$ cat config.mk
export PLATFORM = sky130hd
export DESIGN_NAME = drive_state_control_word
export DESIGN_NICKNAME = d
export VERILOG_FILES = /design/src/rtl/dscw_pkg.sv /design/src/rtl/drive_state_control_word.sv
export SDC_FILE = /design/constraint.sdc
export NUM_CORES = 1
export LEC_CHECK = 0
export BUFFER_PORTS_ARGS = -buffer_cell sky130_fd_sc_hd__buf_2
export CAP_MARGIN = 20
export CELL_PAD_IN_SITES_DETAIL_PLACEMENT = 0
export CELL_PAD_IN_SITES_GLOBAL_PLACEMENT = 1
export CORE_MARGIN = 8
export CORE_UTILIZATION = 41
export CTS_CLUSTER_DIAMETER = 100
export DETAILED_ROUTE_END_ITERATION = 7
export HOLD_SLACK_MARGIN = 0.03
export MAX_ROUTING_LAYER = met4
export PLACE_DENSITY = 0.89
export SYNTH_ARGS = -nofsm -noshare
export SYNTH_HDL_FRONTEND = slang
export SYNTH_SLANG_ARGS = --single-unit
$ cat constraint.sdc
create_clock -name clk -period 8 [get_ports clk]
set_clock_uncertainty 0.1 [all_clocks]
set_input_delay 1.6 -clock clk [delete_from_list [all_inputs] [get_ports clk]]
set_output_delay 1.6 -clock clk [all_outputs]
set_load 0.05 [all_outputs]
$ cat src/rtl/dscw_pkg.sv
package dscw_pkg;

  localparam int unsigned APB_AW = 3;
  localparam int unsigned APB_DW = 32;

  localparam logic [APB_AW-1:0] ADDR_OPERATIONAL = 3'd0;
  localparam logic [APB_AW-1:0] ADDR_CLOCK_LOSS_LIMIT = 3'd4;

  localparam logic [7:0] CLOCK_LOSS_LIMIT_RESET = 8'd20;
  localparam logic [7:0] LOST_COUNT_MAX = 8'hFF;

  typedef enum logic [1:0] {
    TGT_STOP    = 2'd0,
    TGT_DISABLE = 2'd1,
    TGT_ENABLE  = 2'd2
  } target_t;

  typedef enum logic [3:0] {
    DS_NOT_READY      = 4'd0,
    DS_DISABLED       = 4'd1,
    DS_READY          = 4'd2,
    DS_SWITCHED_ON    = 4'd3,
    DS_ENABLED        = 4'd4,
    DS_FAULT          = 4'd5,
    DS_FAULT_REACTION = 4'd6,
    DS_QUICK_STOP     = 4'd7,
    DS_UNKNOWN        = 4'd8
  } drive_state_t;

  typedef enum logic [2:0] {
    TR_SHUTDOWN        = 3'd0,
    TR_SWITCH_ON       = 3'd1,
    TR_DISABLE_VOLTAGE = 3'd2,
    TR_QUICK_STOP      = 3'd3,
    TR_DISABLE_OP      = 3'd4,
    TR_ENABLE_OP       = 3'd5,
    TR_FAULT_RESET     = 3'd6
  } transition_t;

  localparam logic [15:0] QS_MASK  = 16'h006F;
  localparam logic [15:0] QS_VALUE = 16'h0007;
  localparam logic [15:0] ST_MASK  = 16'h004F;

  localparam logic [15:0] SW_NOT_READY      = 16'h0000;
  localparam logic [15:0] SW_DISABLED       = 16'h0040;
  localparam logic [15:0] SW_READY          = 16'h0001;
  localparam logic [15:0] SW_SWITCHED_ON    = 16'h0003;
  localparam logic [15:0] SW_ENABLED        = 16'h0007;
  localparam logic [15:0] SW_FAULT          = 16'h0008;
  localparam logic [15:0] SW_FAULT_REACTION = 16'h000F;

  localparam logic [15:0] CMD_LOW3       = 16'h0087;
  localparam logic [15:0] CMD_LOW4       = 16'h008F;
  localparam logic [15:0] CW_QS_KEEP     = 16'h0004;
  localparam logic [15:0] CW_SHUTDOWN    = 16'h0006;
  localparam logic [15:0] CW_SWITCH_ON   = 16'h0007;
  localparam logic [15:0] CW_ENABLE_OP   = 16'h000F;
  localparam logic [15:0] CW_DISABLE_OP  = 16'h0007;
  localparam logic [15:0] CW_FAULT_RESET = 16'h0080;
  localparam int unsigned MOVE_BIT       = 4;

  function automatic logic [15:0] set_bits(input logic [15:0] cw, input logic [15:0] clr,
                                           input logic [15:0] set);
    return (cw & ~clr) | set;
  endfunction

endpackage

$ cat src/rtl/drive_state_control_word.sv
// Drive state and control word generator. One item is taken per controller cycle: the
// status word is registered on input, decoded into a drive state and a new control word
// in one combinational pass, and the result is held in an output register until it is
// transferred. An item can be transferred in on every clock while the output side does
// not stall, and the rate is then one item per cycle, set by the single update of the
// control, target and clock-loss registers per item. The operational flag and the
// clock-loss limit must be written through the APB port while no item is in flight;
// the block itself does not enforce it.
module drive_state_control_word (
  input  logic                         clk,
  input  logic                         rst_n,
  input  logic                         psel,
  input  logic                         penable,
  input  logic                         pwrite,
  input  logic [dscw_pkg::APB_AW-1:0]  paddr,
  input  logic [dscw_pkg::APB_DW-1:0]  pwdata,
  output logic [dscw_pkg::APB_DW-1:0]  prdata,
  output logic                         pready,
  input  logic                         in_valid,
  output logic                         in_ready,
  input  logic [15:0]                  in_status_word,
  input  logic                         in_clock_advanced,
  input  logic                         in_target_valid,
  input  logic [1:0]                   in_target_request,
  input  logic                         in_move_request,
  output logic                         out_valid,
  input  logic                         out_ready,
  output logic [15:0]                  out_control_word,
  output logic [3:0]                   out_drive_state,
  output logic [2:0]                   out_transition_code,
  output logic [1:0]                   out_current_target
);
  import dscw_pkg::*;

  logic        oper_r;
  logic [7:0]  limit_r;
  logic        cfg_wr;

  logic        s1_valid_r;
  logic [15:0] s1_status_r;
  logic        s1_adv_r;
  logic        s1_tv_r;
  logic [1:0]  s1_treq_r;
  logic        s1_move_r;

  logic        out_valid_r;
  logic [15:0] out_cw_r;
  logic [3:0]  out_ds_r;
  logic [2:0]  out_tr_r;
  logic [1:0]  out_tgt_r;

  logic [15:0] control_r, control_nxt;
  logic [1:0]  target_r, target_nxt;
  logic [7:0]  lost_cnt_r, lost_cnt_nxt;
  logic [2:0]  last_tr_r, last_tr_nxt;
  drive_state_t ds_nxt;

  logic s2_free;
  logic s_adv;

  assign pready = 1'b1;
  assign cfg_wr = psel && penable && pwrite;

  always_comb begin
    prdata = '0;
    case (paddr[2])
      ADDR_OPERATIONAL[2]: prdata = {{(APB_DW-1){1'b0}}, oper_r};
      default: prdata = {{(APB_DW-8){1'b0}}, limit_r};
    endcase
  end

  always_ff @(posedge clk) begin
    if (!rst_n) begin
      oper_r  <= 1'b0;
      limit_r <= CLOCK_LOSS_LIMIT_RESET;
    end else if (cfg_wr) begin
      if (paddr[2] == ADDR_OPERATIONAL[2]) begin
        oper_r <= pwdata[0];
      end else begin
        limit_r <= pwdata[7:0];
      end
    end
  end

  assign s2_free  = !out_valid_r || out_ready;
  assign in_ready = !s1_valid_r || s2_free;
  assign s_adv    = s1_valid_r && s2_free;

  always_ff @(posedge clk) begin
    if (!rst_n) begin
      s1_valid_r <= 1'b0;
    end else if (in_ready) begin
      s1_valid_r <= in_valid;
    end
  end

  always_ff @(posedge clk) begin
    if (in_ready && in_valid) begin
      s1_status_r <= in_status_word;
      s1_adv_r    <= in_clock_advanced;
      s1_tv_r     <= in_target_valid;
      s1_treq_r   <= in_target_request;
      s1_move_r   <= in_move_request;
    end
  end

  always_comb begin
    logic [15:0] cw;
    logic [1:0]  tgt;
    cw  = control_r;
    tgt = target_r;
    last_tr_nxt = last_tr_r;
    ds_nxt = DS_UNKNOWN;

    if (s1_tv_r && (s1_treq_r == TGT_STOP || s1_treq_r == TGT_DISABLE ||
                    s1_treq_r == TGT_ENABLE)) begin
      tgt = s1_treq_r;
    end

    if (s1_adv_r) begin
      lost_cnt_nxt = '0;
    end else if (lost_cnt_r != LOST_COUNT_MAX) begin
      lost_cnt_nxt = lost_cnt_r + 8'd1;
    end else begin
      lost_cnt_nxt = lost_cnt_r;
    end
    if (lost_cnt_nxt > limit_r) begin
      tgt = TGT_STOP;
    end

    if (oper_r) begin
      if ((s1_status_r & QS_MASK) == QS_VALUE) begin
        ds_nxt = DS_QUICK_STOP;
        last_tr_nxt = TR_DISABLE_OP;
        cw = cw & CW_QS_KEEP;
      end else begin
        case (s1_status_r & ST_MASK)
          SW_NOT_READY: begin
            ds_nxt = DS_NOT_READY;
            last_tr_nxt = TR_SHUTDOWN;
          end
          SW_DISABLED: begin
            ds_nxt = DS_DISABLED;
            last_tr_nxt = TR_SHUTDOWN;
            cw = set_bits(cw, CMD_LOW3, CW_SHUTDOWN);
          end
          SW_READY: begin
            ds_nxt = DS_READY;
            last_tr_nxt = TR_SWITCH_ON;
            if (tgt == TGT_ENABLE || tgt == TGT_DISABLE) begin
              cw = set_bits(cw, CMD_LOW3, CW_SWITCH_ON);
            end
          end
          SW_SWITCHED_ON: begin
            ds_nxt = DS_SWITCHED_ON;
            if (tgt == TGT_STOP) begin
              last_tr_nxt = TR_SHUTDOWN;
              cw = set_bits(cw, CMD_LOW4, CW_SHUTDOWN);
            end else if (tgt == TGT_ENABLE) begin
              last_tr_nxt = TR_ENABLE_OP;
              cw = set_bits(cw, CMD_LOW4, CW_ENABLE_OP);
            end
          end
          SW_ENABLED: begin
            ds_nxt = DS_ENABLED;
            if (tgt != TGT_ENABLE) begin
              last_tr_nxt = TR_DISABLE_OP;
              cw = set_bits(cw, CMD_LOW4, CW_DISABLE_OP);
            end
          end
          SW_FAULT: begin
            ds_nxt = DS_FAULT;
            last_tr_nxt = TR_FAULT_RESET;
            cw = cw | CW_FAULT_RESET;
          end
          SW_FAULT_REACTION: begin
            ds_nxt = DS_FAULT_REACTION;
            last_tr_nxt = TR_SHUTDOWN;
            cw = set_bits(cw, CMD_LOW3, CW_SHUTDOWN);
          end
          default: begin
            ds_nxt = DS_UNKNOWN;
            last_tr_nxt = TR_SHUTDOWN;
            cw = set_bits(cw, CMD_LOW3, CW_SHUTDOWN);
          end
        endcase
      end
    end

    cw[MOVE_BIT] = s1_move_r;
    control_nxt  = cw;
    target_nxt   = tgt;
  end

  always_ff @(posedge clk) begin
    if (!rst_n) begin
      control_r   <= '0;
      target_r    <= TGT_STOP;
      lost_cnt_r  <= '0;
      last_tr_r   <= TR_SHUTDOWN;
      out_valid_r <= 1'b0;
    end else begin
      if (s_adv) begin
        control_r  <= control_nxt;
        target_r   <= target_nxt;
        lost_cnt_r <= lost_cnt_nxt;
        last_tr_r  <= last_tr_nxt;
      end
      if (s2_free) begin
        out_valid_r <= s1_valid_r;
      end
    end
  end

  always_ff @(posedge clk) begin
    if (s_adv) begin
      out_cw_r  <= control_nxt;
      out_ds_r  <= ds_nxt;
      out_tr_r  <= last_tr_nxt;
      out_tgt_r <= target_nxt;
    end
  end

  assign out_valid           = out_valid_r;
  assign out_control_word    = out_cw_r;
  assign out_drive_state     = out_ds_r;
  assign out_transition_code = out_tr_r;
  assign out_current_target  = out_tgt_r;

  // A stale clock must leave the target at stop after the update.
  a_clock_loss_stop: assert property (@(posedge clk) disable iff (!rst_n)
    s_adv |=> (lost_cnt_r <= $past(limit_r) || target_r == TGT_STOP))
    else $error("target not forced to stop after clock loss");

  a_result_follows: assert property (@(posedge clk) disable iff (!rst_n)
    s_adv |=> (out_valid_r && out_control_word == control_r &&
               out_current_target == target_r))
    else $error("result register does not match the updated state");

  a_move_bit: assert property (@(posedge clk) disable iff (!rst_n)
    s_adv |=> (out_control_word[MOVE_BIT] == $past(s1_move_r)))
    else $error("move bit does not follow the request");

  a_not_operational: assert property (@(posedge clk) disable iff (!rst_n)
    s_adv |=> ($past(oper_r) || (out_drive_state == DS_UNKNOWN &&
               out_transition_code == $past(last_tr_r))))
    else $error("status decoded while not operational");

endmodule

==> impl_summary.log, run 1 <==
[metrics] Post-synth EDFFs: 36
[metrics] total power divided by cell area: 193 nW/um2
[metrics] number of antenna violations at the first check in global routing: 0
[metrics] ys async rst share: 0%
[metrics] post-synth top area share: 27.8%
[metrics] crit path capture: out_control_word[1]
[metrics] cell internal power dissipation: 591 uW
[metrics] CORE AREA: 9240 um2
[metrics] Worst Tran Pin Value: 728 ps
[metrics] max-capacitance violation count: 0
[metrics] Die Ht: 113 um
[metrics] FF-to-FF Start: lost_cnt_r[0]
[metrics] largest fanout of any net on the critical path: 7
[metrics] clock transition at the registers of the reported paths: 90 ps
[metrics] DRC errors left: 0
[metrics] gpl congestion: 0.870
[metrics] path type of the worst setup path: flop to flop
[metrics] largest net degree at the start of global routing: 36
[metrics] predominant post-synthesis flop cell: sky130_fd_sc_hd__dfxtp_1
[metrics] Ys Warns: 0
[metrics] row count: 35
[metrics] CP delay by family, top: compound AO/OA/AOI/OAI gates
[metrics] Register-to-Register Setup Slack: 3080 ps
[metrics] post-CTS setup buffer count: 0
[metrics] die outline area: 12,900 um2
[metrics] number of global-route vias before repair: 3,142
[metrics] fin crit period: 4920 ps
[metrics] post-synthesis instance total: 425
[metrics] destination of the worst register-to-register timing path: out_control_word[1]
[metrics] share of power burned in the clock network: 37.0%
[metrics] startpoint type of the worst setup path: flop
[metrics] register bit total from synthesis: 75
[metrics] final core occ: 47.7%
[metrics] fraction of final layout cells with drive strength greater than 1: 18.0%
[metrics] global-route wire length before repair: 15.0 mm
[metrics] signed area change from the synthesized netlist to the final layout: 13.1%
[metrics] nature of the critical path endpoint: flop
[metrics] total count of max-transition violations in the final report: 0
[metrics] cell with the biggest individual delay on the critical path: sky130_fd_sc_hd__a211oi_1
[metrics] post-synthesis cell type count: 60
[metrics] sequential group share of total power: 50.1%
[metrics] series of cell instances along the critical path: ha_1, a31oi_1, and3_1, xnor2_1, nor2_1, ha_1, nand4_1, nor2_1, a211oi_1, or2_0, nor2_1, ha_1, nor3_1, o21ai_0, a32oi_1, a311oi_1, nand3_1, o2111a_1
[metrics] leakage component of the power: 1.71 nW
[metrics] worst setup path startpoint: lost_cnt_r[0]
[metrics] Critical Path Max Stage Delay: 560 ps
[metrics] final layout net count: 550
[metrics] depth of the worst register-to-register path: 18
[metrics] synthesized cell area: 3890 um2
[metrics] WL per Instance: 14.7 um
[metrics] Worst-Skew Late Latency: 350 ps
[metrics] Worst Path Arrival: 4930 ps
[metrics] via count: 3,203
[metrics] final WL: 9.00 mm
[metrics] post-synthesis area per instance: 9.16 um2
[metrics] worst IR drop on VDD: 0.117 mV
[metrics] min-delay worst type: flop to flop
[metrics] biggest area contributors in the synthesized netlist: sky130_fd_sc_hd__edfxtp_1 28%, sky130_fd_sc_hd__dfxtp_1 20%, sky130_fd_sc_hd__buf_4 4.8%, sky130_fd_sc_hd__a21oi_1 4.1%, sky130_fd_sc_hd__nor2_1 4.0%
[metrics] most frequent cells in the layout: 61 x sky130_fd_sc_hd__buf_2, 42 x sky130_fd_sc_hd__nor2_1, 39 x sky130_fd_sc_hd__nand2_1, 39 x sky130_fd_sc_hd__dfxtp_1, 36 x sky130_fd_sc_hd__edfxtp_1
[metrics] I/O pin count: 123
[metrics] detailed router's first-iteration violation count: 129
[metrics] status: finished clean
[metrics] number of gates resized after cts: 0
[metrics] gr ovfl total: 0
[metrics] clock tree root driver cell: sky130_fd_sc_hd__clkbuf_8
[metrics] final hold vios: 0
[metrics] RSZ-0062 raised after global routing: no
[metrics] overall routing resource usage: 14.5%
[metrics] post-cts hold buffer count: 0
[metrics] final critical-path share of the clock period: 61.5%
[metrics] maximum clock rate: 203 MHz
[metrics] TritonCTS clock tree: yes
[metrics] net switching component of the power: 258 uW
[metrics] Buffers on Ports: 61
[metrics] Antenna Violating Nets Remaining: 0
[metrics] number of buffers added by the clock tree synthesis step: 9
[metrics] Worst slew margin: 51.4%
[metrics] number of buffer and inverter stages on the critical path: 0
[metrics] critical path data required time: 8010 ps
[metrics] n_diodes: 0
[metrics] Chip Width: 113 um
[metrics] Initial DRT Pass Iterations: 5
[metrics] cell type with the largest total area after synthesis: sky130_fd_sc_hd__edfxtp_1
[metrics] average via count per standard cell: 5.24
[metrics] starting density of the core: 42.2%
[metrics] maximum count of clock buffers along a single path: 2
[metrics] post-route setup TNS: 0 ps
[metrics] Gate power share: 12.9%
[metrics] Sw Ratio: 30.4%
[metrics] number of levels in the clock H-tree: 3
[metrics] sequential-to-total area share from yosys stat: 47.8%
[metrics] Setup-failing EPs final: 0
[metrics] final HPWL from detailed placement: 6.67 mm
[metrics] cell count along the critical path: 18
[metrics] CTS Sinks: 75
[metrics] most common cell after layout, fill and taps aside: sky130_fd_sc_hd__buf_2
[sequential cells by signal, indices dropped and copies added, names as in the netlist, 2 cells and up]
signal	flops
control_r	15
last_tr_r	3
limit_r	8
lost_cnt_r	8
out_control_word	16
out_current_target	2
out_drive_state	4
out_transition_code	3
s1_status_r	6
s1_treq_r	2
target_r	2
[how the worst min path moves through the flow]
| stage | from | end | cells after the start |
|---|---|---|---|
| floorplan | s1_move_r | out_control_word[4] | 0 |
| global placement | s1_move_r | out_control_word[4] | 0 |
| detailed placement | s1_move_r | out_control_word[4] | 0 |
| CTS | s1_move_r | out_control_word[4] | 0 |
| global route | s1_move_r | out_control_word[4] | 0 |
| finish | s1_move_r | out_control_word[4] | 0 |
[power by group through the flow]
stage | Clock, mW | Sequential (mW) | Combinational (mW)
2_1_floorplan | 0 | 0.448 | 0.0791
3_3_place_gp | 0 | 0.434 | 0.107
3_5_place_dp | 0 | 0.434 | 0.109
4_1_cts | 0.320 | 0.425 | 0.109
5_1_grt | 0.336 | 0.427 | 0.117
6_report | 0.314 | 0.425 | 0.109
[stage by stage]
step / cells / worst slack (ps) / instance area (um2) / hold slack, ps / total power [mW]
2_1_floorplan: 448 / 3610 / 3980 / 300 / 0.527
3_3_place_gp: 595 / 3250 / 4190 / 303 / 0.541
3_5_place_dp: 595 / 3150 / 4190 / 329 / 0.543
4_1_cts: 611 / 3110 / 4400 / 337 / 0.854
5_1_grt: 611 / 2730 / 4400 / 345 / 0.880
6_report: 611 / 3080 / 4400 / 337 / 0.849
[synthesized netlist by cell type, types with 6 or more instances]
master,n
sky130_fd_sc_hd__nor2_1,42
sky130_fd_sc_hd__dfxtp_1,39
sky130_fd_sc_hd__nand2_1,39
sky130_fd_sc_hd__edfxtp_1,36
sky130_fd_sc_hd__a21oi_1,32
sky130_fd_sc_hd__buf_4,25
sky130_fd_sc_hd__and2_1,21
sky130_fd_sc_hd__inv_1,18
sky130_fd_sc_hd__o21ai_0,18
sky130_fd_sc_hd__clkbuf_1,16
sky130_fd_sc_hd__nand3_1,12
sky130_fd_sc_hd__ha_1,10
sky130_fd_sc_hd__nor3_1,10
sky130_fd_sc_hd__a31oi_1,7
sky130_fd_sc_hd__nand2b_1,7
sky130_fd_sc_hd__a211oi_1,6
[worst reg2reg max path, stage by stage (launching register included)]
cell and delay, ps:
sky130_fd_sc_hd__dfxtp_1 360, sky130_fd_sc_hd__ha_1 290, sky130_fd_sc_hd__a31oi_1 380, sky130_fd_sc_hd__and3_1 280, sky130_fd_sc_hd__xnor2_1 140, sky130_fd_sc_hd__nor2_1 60
sky130_fd_sc_hd__ha_1 300, sky130_fd_sc_hd__nand4_1 110, sky130_fd_sc_hd__nor2_1 70, sky130_fd_sc_hd__a211oi_1 560, sky130_fd_sc_hd__or2_0 480, sky130_fd_sc_hd__nor2_1 140
sky130_fd_sc_hd__ha_1 380, sky130_fd_sc_hd__nor3_1 70, sky130_fd_sc_hd__o21ai_0 160, sky130_fd_sc_hd__a32oi_1 70, sky130_fd_sc_hd__a311oi_1 370, sky130_fd_sc_hd__nand3_1 160
sky130_fd_sc_hd__o2111a_1 180
[cells by family after synthesis]
logic type                 Yosys count  synth area share [%]
AOI/OAI and AO/OA                   99                  16.5
xor gates and xnor gates             5                  1.12
adders and majority gates           10                  3.21
buffers and inverters               65                  8.93
DFF                                 75                  47.8
muxes                                2                 0.514
other                                2                 0.193
and+or+nand+nor                    167                  21.7
[per-layer routing]
metal | vias to the layer above | global-route usage, % | part of all wire, %
li1 | 1587 | - | -
met1 | 1504 | 17.6 | 44
met2 | 104 | 23.2 | 48
met3 | 8 | 2.38 | 5.7
met4 | 0 | 6.22 | 1.3
met5 | - | - | 0
[cell type report]
cell class / count / area [um2]
clock inverter: 7 / 90.1
tap: 129 / 161
multi-input combinational: 308 / 1770
sequential: 75 / 1860
clock buffer: 9 / 124
timing repair buffer: 63 / 320
inverter: 20 / 75.1
fill: 877 / 4840
No activity file was read; power rests on OpenSTA's default activity.
==> run 2, diff against run 1 <==
Settings changed: CORE_UTILIZATION 41 to 38, PLACE_DENSITY 0.89 to 0.83.
Clock period 8 ns to 5 ns, I/O delays scaled along.
==> run 2 against run 1 <==
Compared with the run above:
- sequential share of layout area down 0.13 points
- setup slack worse by 2600 ps
- cell count up 1.3%
- sequential power up 60%
- power up 59%
- global-route usage down 0.50 points
- core utilization down 4.1 points
- routed wire length up 1.8%
- critical path depth unchanged
- clock power up 57%
- flip-flop and latch count unchanged
- critical path type unchanged
- critical endpoint unchanged
- largest cell class unchanged
- largest power group unchanged
- highest routed layer unchanged
==> impl_summary.log, run 2 (same netlist as run 1, synthesis figures left out) <==
[metrics] status: finished clean
[metrics] die outline area: 13,700 um2
[metrics] sequential group share of total power: 50.6%
[metrics] CP delay by family, top: compound AO/OA/AOI/OAI gates
[metrics] Setup-failing EPs final: 0
[metrics] Initial DRT Pass Iterations: 5
[metrics] number of levels in the clock H-tree: 3
[metrics] number of buffers added by the clock tree synthesis step: 9
[metrics] Register-to-Register Setup Slack: 470 ps
[metrics] final HPWL from detailed placement: 6.66 mm
[metrics] RSZ-0062 raised after global routing: no
[metrics] post-route setup TNS: 0 ps
[metrics] n_diodes: 0
[metrics] fraction of final layout cells with drive strength greater than 1: 18.4%
[metrics] final hold vios: 0
[metrics] CORE AREA: 10,100 um2
[metrics] nature of the critical path endpoint: flop
[metrics] detailed router's first-iteration violation count: 151
[metrics] final layout net count: 551
[metrics] fin crit period: 4530 ps
[metrics] worst IR drop on VDD: 0.141 mV
[metrics] Hold Path Origin: s1_move_r
[metrics] Worst-Skew Late Latency: 360 ps
[metrics] leakage component of the power: 1.71 nW
[metrics] maximum clock rate: 221 MHz
[metrics] path type of the worst setup path: flop to flop
[metrics] series of cell instances along the critical path: ha_1, a31oi_1, and3_1, xnor2_1, nor2_1, ha_1, a21o_1, nand3_1, a21oi_2, or2_1, nor2_1, ha_1, nor3_1, o21ai_0, a32oi_1, a311oi_1, nand3_1, o2111a_1
[metrics] Worst Path Arrival: 4550 ps
[metrics] destination of the worst register-to-register timing path: out_control_word[1]
[metrics] final critical-path share of the clock period: 90.7%
[metrics] starting density of the core: 38.4%
[metrics] WL per Instance: 14.8 um
[metrics] dominant cell type by count on the critical path: sky130_fd_sc_hd__ha_1
[metrics] Hold Crit Depth: 0
[metrics] cell with the biggest individual delay on the critical path: sky130_fd_sc_hd__a31oi_1
[metrics] final instance area: 4420 um2
[metrics] post-cts hold buffer count: 0
[metrics] row count: 37
[metrics] Critical Path Max Stage Delay: 410 ps
[metrics] number of gates resized after cts: 0
[metrics] clock transition at the registers of the reported paths: 80 ps
[metrics] clock tree root driver cell: sky130_fd_sc_hd__clkbuf_8
[metrics] depth of the worst register-to-register path: 18
[metrics] most frequent cells in the layout: 61 x sky130_fd_sc_hd__buf_2, 42 x sky130_fd_sc_hd__nor2_1, 39 x sky130_fd_sc_hd__nand2_1, 39 x sky130_fd_sc_hd__dfxtp_1, 36 x sky130_fd_sc_hd__edfxtp_1
[metrics] Worst slew margin: 52.2%
[metrics] signed area change from the synthesized netlist to the final layout: 13.4%
[metrics] startpoint type of the worst setup path: flop
[metrics] total count of max-transition violations in the final report: 0
[metrics] I/O pin count: 123
[metrics] overall routing resource usage: 14.0%
[metrics] Antenna Violating Nets Remaining: 0
[metrics] critical path data required time: 5010 ps
[metrics] net switching component of the power: 408 uW
[metrics] min-delay worst type: flop to flop
[metrics] most common cell after layout, fill and taps aside: sky130_fd_sc_hd__buf_2
[metrics] total power divided by cell area: 305 nW/um2
[metrics] Gate power share: 12.9%
[metrics] cell internal power dissipation: 939 uW
[metrics] number of buffer and inverter stages on the critical path: 0
[metrics] TritonCTS clock tree: yes
[metrics] number of global-route vias before repair: 2,996
[metrics] Buffers on Ports: 61
[metrics] Placement Cell Area: 4210 um2
[metrics] largest net degree at the start of global routing: 27
[metrics] gpl congestion: 0.877
[metrics] largest fanout of any net on the critical path: 7
[metrics] post-CTS setup buffer count: 0
[metrics] Largest register FFs: 16
[metrics] CTS Sinks: 75
[metrics] average via count per standard cell: 5.11
[metrics] global-route wire length before repair: 14.6 mm
[metrics] Die Ht: 117 um
[metrics] maximum count of clock buffers along a single path: 2
[metrics] final WL: 9.16 mm
[metrics] DRC errors left: 0
[metrics] share of power burned in the clock network: 36.6%
[metrics] Worst Tran Pin Value: 717 ps
[metrics] Chip Width: 117 um
[metrics] Sw Ratio: 30.3%
[metrics] number of antenna violations at the first check in global routing: 0
[metrics] gr ovfl total: 0
[metrics] endpoint of the worst hold-timing path: out_control_word[4]
[metrics] FF-to-FF Start: lost_cnt_r[0]
[metrics] via count: 3,164
[metrics] max-capacitance violation count: 0
-- run 2: power by group through the flow --
stage | clock network (mW) | registers, mW | logic (mW)
finish | 0.493 | 0.681 | 0.173
detailed placement | 0 | 0.695 | 0.173
CTS | 0.509 | 0.681 | 0.173
floorplan | 0 | 0.717 | 0.127
global placement | 0 | 0.695 | 0.172
global route | 0.531 | 0.685 | 0.186
-- run 2: worst max path at each step --
stage	start	end	slack, ps	cells after the start
after floorplan	lost_cnt_r[5]	out_control_word[1]	890	20
after detailed placement	lost_cnt_r[0]	out_control_word[1]	330	18
after global placement	lost_cnt_r[3]	out_control_word[1]	400	18
after CTS	lost_cnt_r[0]	out_control_word[1]	290	18
after global routing	lost_cnt_r[0]	out_control_word[1]	130	18
final	lost_cnt_r[0]	out_control_word[1]	470	18
-- run 2: through the flow --
stage | hold slack [ps] | total power, mW | cells | utilization [%] | setup WS [ps]
CTS | 327 | 1.36 | 619 | 43.5 | 294
global route | 333 | 1.40 | 619 | 43.6 | 131
finish | 324 | 1.35 | 619 | 43.6 | 466
detailed placement | 320 | 0.868 | 603 | 41.5 | 331
floorplan | 300 | 0.844 | 448 | - | 893
global placement | 301 | 0.867 | 603 | 41.5 | 397
-- run 2: per-layer routing --
layer | global-route usage (%) | share of wire (%)
met1 | 17.4 | 45
met2 | 21.9 | 48
met4 | 4.69 | 1.5
met3 | 3.18 | 6.0
met5 | - | 0
-- run 2: area by class of cell --
type	count	area, um2
Clock buffer	9	124
Clock inverter	7	83.8
Fill cell	1023	5720
Inverter	20	75.1
Multi-Input combinational cell	308	1780
Sequential cell	75	1860
Tap cell	136	170
Timing Repair Buffer	64	328
==> run 3, diff against run 2 <==
Settings changed: CORE_UTILIZATION 38 to 41, PLACE_DENSITY 0.83 to 0.89, REMOVE_ABC_BUFFERS set to 1.
Clock period 5 ns to 5.4 ns, I/O delays scaled along.
==> run 3 against run 2 <==
Compared with the run above:
- first-iteration DRC count decreased by 18%
- via count about the same
- clock-buffer cell count increased by 1
- die area decreased by 6.3%
- global-route usage increased by 0.66 points
- flip-flop and latch count unchanged
- non-clock buffer count decreased by 1
- sequential share of layout area about the same
- core utilization increased by 4.2 points
- critical path depth unchanged
- critical endpoint unchanged
==> impl_summary.log, run 3 (same netlist as run 1, synthesis figures left out) <==
[metrics] clock tree root driver cell: sky130_fd_sc_hd__clkbuf_8
[metrics] Chip Width: 113 um
[metrics] WL per Instance: 15.0 um
[metrics] fin crit period: 4900 ps
[metrics] post-CTS setup buffer count: 0
[metrics] largest net degree at the start of global routing: 22
[metrics] maximum count of clock buffers along a single path: 2
[metrics] n_diodes: 0
[metrics] via count: 3,162
[metrics] critical path data required time: 5410 ps
[metrics] largest fanout of any net on the critical path: 7
[metrics] Worst Tran Pin Value: 693 ps
[metrics] final layout net count: 550
[metrics] Die Ht: 113 um
[metrics] Initial DRT Pass Iterations: 4
[metrics] fraction of final layout cells with drive strength greater than 1: 18.0%
[metrics] status: finished clean
[metrics] row count: 35
[metrics] DRC errors left: 0
[metrics] global-route wire length before repair: 14.8 mm
[metrics] average via count per standard cell: 5.18
[metrics] TritonCTS clock tree: yes
[metrics] Worst-Skew Late Latency: 360 ps
[metrics] Hold Path Origin: s1_move_r
[metrics] final instance area: 4420 um2
[metrics] most common cell after layout, fill and taps aside: sky130_fd_sc_hd__buf_2
[metrics] FF-to-FF Start: lost_cnt_r[0]
[metrics] final critical-path share of the clock period: 90.7%
[metrics] I/O pin count: 123
[metrics] destination of the worst register-to-register timing path: out_control_word[1]
[metrics] max-capacitance violation count: 0
[metrics] CORE AREA: 9240 um2
[metrics] Worst slew margin: 53.8%
[metrics] gr ovfl total: 0
[metrics] overall routing resource usage: 14.6%
[metrics] die outline area: 12,900 um2
[metrics] Worst Path Arrival: 4910 ps
[metrics] maximum clock rate: 204 MHz
[metrics] endpoint of the worst hold-timing path: out_control_word[4]
[metrics] final HPWL from detailed placement: 6.69 mm
[metrics] Antenna Violating Nets Remaining: 0
[metrics] number of levels in the clock H-tree: 3
[metrics] startpoint type of the worst setup path: flop
[metrics] Final Instance Count excl. Fillers: 611
[metrics] worst IR drop on VDD: 0.144 mV
[metrics] CTS Sinks: 75
[metrics] Register-to-Register Setup Slack: 500 ps
[metrics] total count of max-transition violations in the final report: 0
[metrics] number of gates resized after cts: 0
[metrics] most frequent cells in the layout: 61 x sky130_fd_sc_hd__buf_2, 42 x sky130_fd_sc_hd__nor2_1, 39 x sky130_fd_sc_hd__nand2_1, 39 x sky130_fd_sc_hd__dfxtp_1, 36 x sky130_fd_sc_hd__edfxtp_1
[metrics] min-delay worst type: flop to flop
[metrics] number of placed cells counting well taps: 595
[metrics] Hold Crit Depth: 0
[metrics] number of buffers added by the clock tree synthesis step: 9
[metrics] leakage component of the power: 1.72 nW
[metrics] number of global-route vias before repair: 3,178
[metrics] nature of the critical path endpoint: flop
[metrics] post-cts hold buffer count: 0
[metrics] number of antenna violations at the first check in global routing: 0
[metrics] Setup-failing EPs final: 0
[metrics] clock transition at the registers of the reported paths: 80 ps
[metrics] Buffers on Ports: 61
[metrics] depth of the worst register-to-register path: 18
[metrics] final hold vios: 0
[metrics] Placement Cell Area: 4190 um2
[metrics] signed area change from the synthesized netlist to the final layout: 13.4%
[metrics] gpl congestion: 0.857
[metrics] Largest register FFs: 16
[metrics] detailed router's first-iteration violation count: 124
[metrics] total power divided by cell area: 290 nW/um2
[metrics] post-route setup TNS: 0 ps
[metrics] starting density of the core: 42.2%
[metrics] path type of the worst setup path: flop to flop
[metrics] final WL: 9.17 mm
[metrics] RSZ-0062 raised after global routing: no
run 3: cell types whose count changed in the layout (fill, tap and decap cells not counted), sizes merged:
cell,previous run,this run
buf,64,63
clkbuf,9,10
inv,21,23
clkinvlp,1,0
clkinv,4,2
run 3: where the power goes:
group / leakage, nW / switching [mW] / internal [mW]
registers: 0.649 / 0.0180 / 0.613
clock network: 0.115 / 0.236 / 0.251
logic: 0.955 / 0.126 / 0.0351
total: 1.72 / 0.381 / 0.899
run 3: area by class of cell:
cell class | count | area [um2]
Clock buffer | 10 | 149
Clock inverter | 6 | 76.3
Fill cell | 899 | 4820
Inverter | 20 | 75.1
Multi-Input combinational cell | 308 | 1770
Sequential cell | 75 | 1860
Tap cell | 129 | 161
Timing Repair Buffer | 63 | 320
run 3: how the worst max path moves through the flow:
| stage | end | start | slack [ps] |
|---|---|---|---|
| 2_1_floorplan | out_control_word[1] | lost_cnt_r[0] | 1370 |
| 3_3_place_gp | out_control_word[1] | lost_cnt_r[3] | 580 |
| 3_5_place_dp | out_control_word[1] | lost_cnt_r[3] | 570 |
| 4_1_cts | out_control_word[1] | lost_cnt_r[0] | 520 |
| 5_1_grt | out_control_word[1] | lost_cnt_r[3] | 130 |
| 6_report | out_control_word[1] | lost_cnt_r[0] | 500 |
run 3: critical path, stage by stage, from the launching register on:
cell and delay, ps:
sky130_fd_sc_hd__dfxtp_1 370, sky130_fd_sc_hd__ha_1 290, sky130_fd_sc_hd__a31oi_1 380, sky130_fd_sc_hd__and3_1 270, sky130_fd_sc_hd__xnor2_1 140, sky130_fd_sc_hd__nor2_1 60
sky130_fd_sc_hd__ha_1 300, sky130_fd_sc_hd__nand4_1 110, sky130_fd_sc_hd__nor2_1 80, sky130_fd_sc_hd__a211oi_1 540, sky130_fd_sc_hd__or2_0 460, sky130_fd_sc_hd__nor2_1 150
sky130_fd_sc_hd__ha_1 410, sky130_fd_sc_hd__nor3_1 90, sky130_fd_sc_hd__o21ai_0 180, sky130_fd_sc_hd__a32oi_1 70, sky130_fd_sc_hd__a311oi_1 350, sky130_fd_sc_hd__nand3_1 140
sky130_fd_sc_hd__o2111a_1 170
run 3: per-stage QoR:
step	total power, mW	worst slack, ps	hold slack (ps)	utilization [%]
6_report	1.28	500	328	47.8
5_1_grt	1.33	135	359	47.8
4_1_cts	1.29	524	337	47.8
3_5_place_dp	0.805	569	315	45.3
3_3_place_gp	0.802	577	315	45.3
2_1_floorplan	0.762	1370	300	-
run 3: routing by layer:
layer | share of wire (%) | global-route usage [%] | vias to the layer above | wire length (um)
met2 | 51 | 25.2 | 90 | 4660
met4 | 1.8 | 6.66 | 0 | 169
li1 | - | - | 1574 | -
met1 | 42 | 15.7 | 1484 | 3820
met3 | 5.7 | 3.54 | 14 | 520
met5 | 0 | - | - | 0
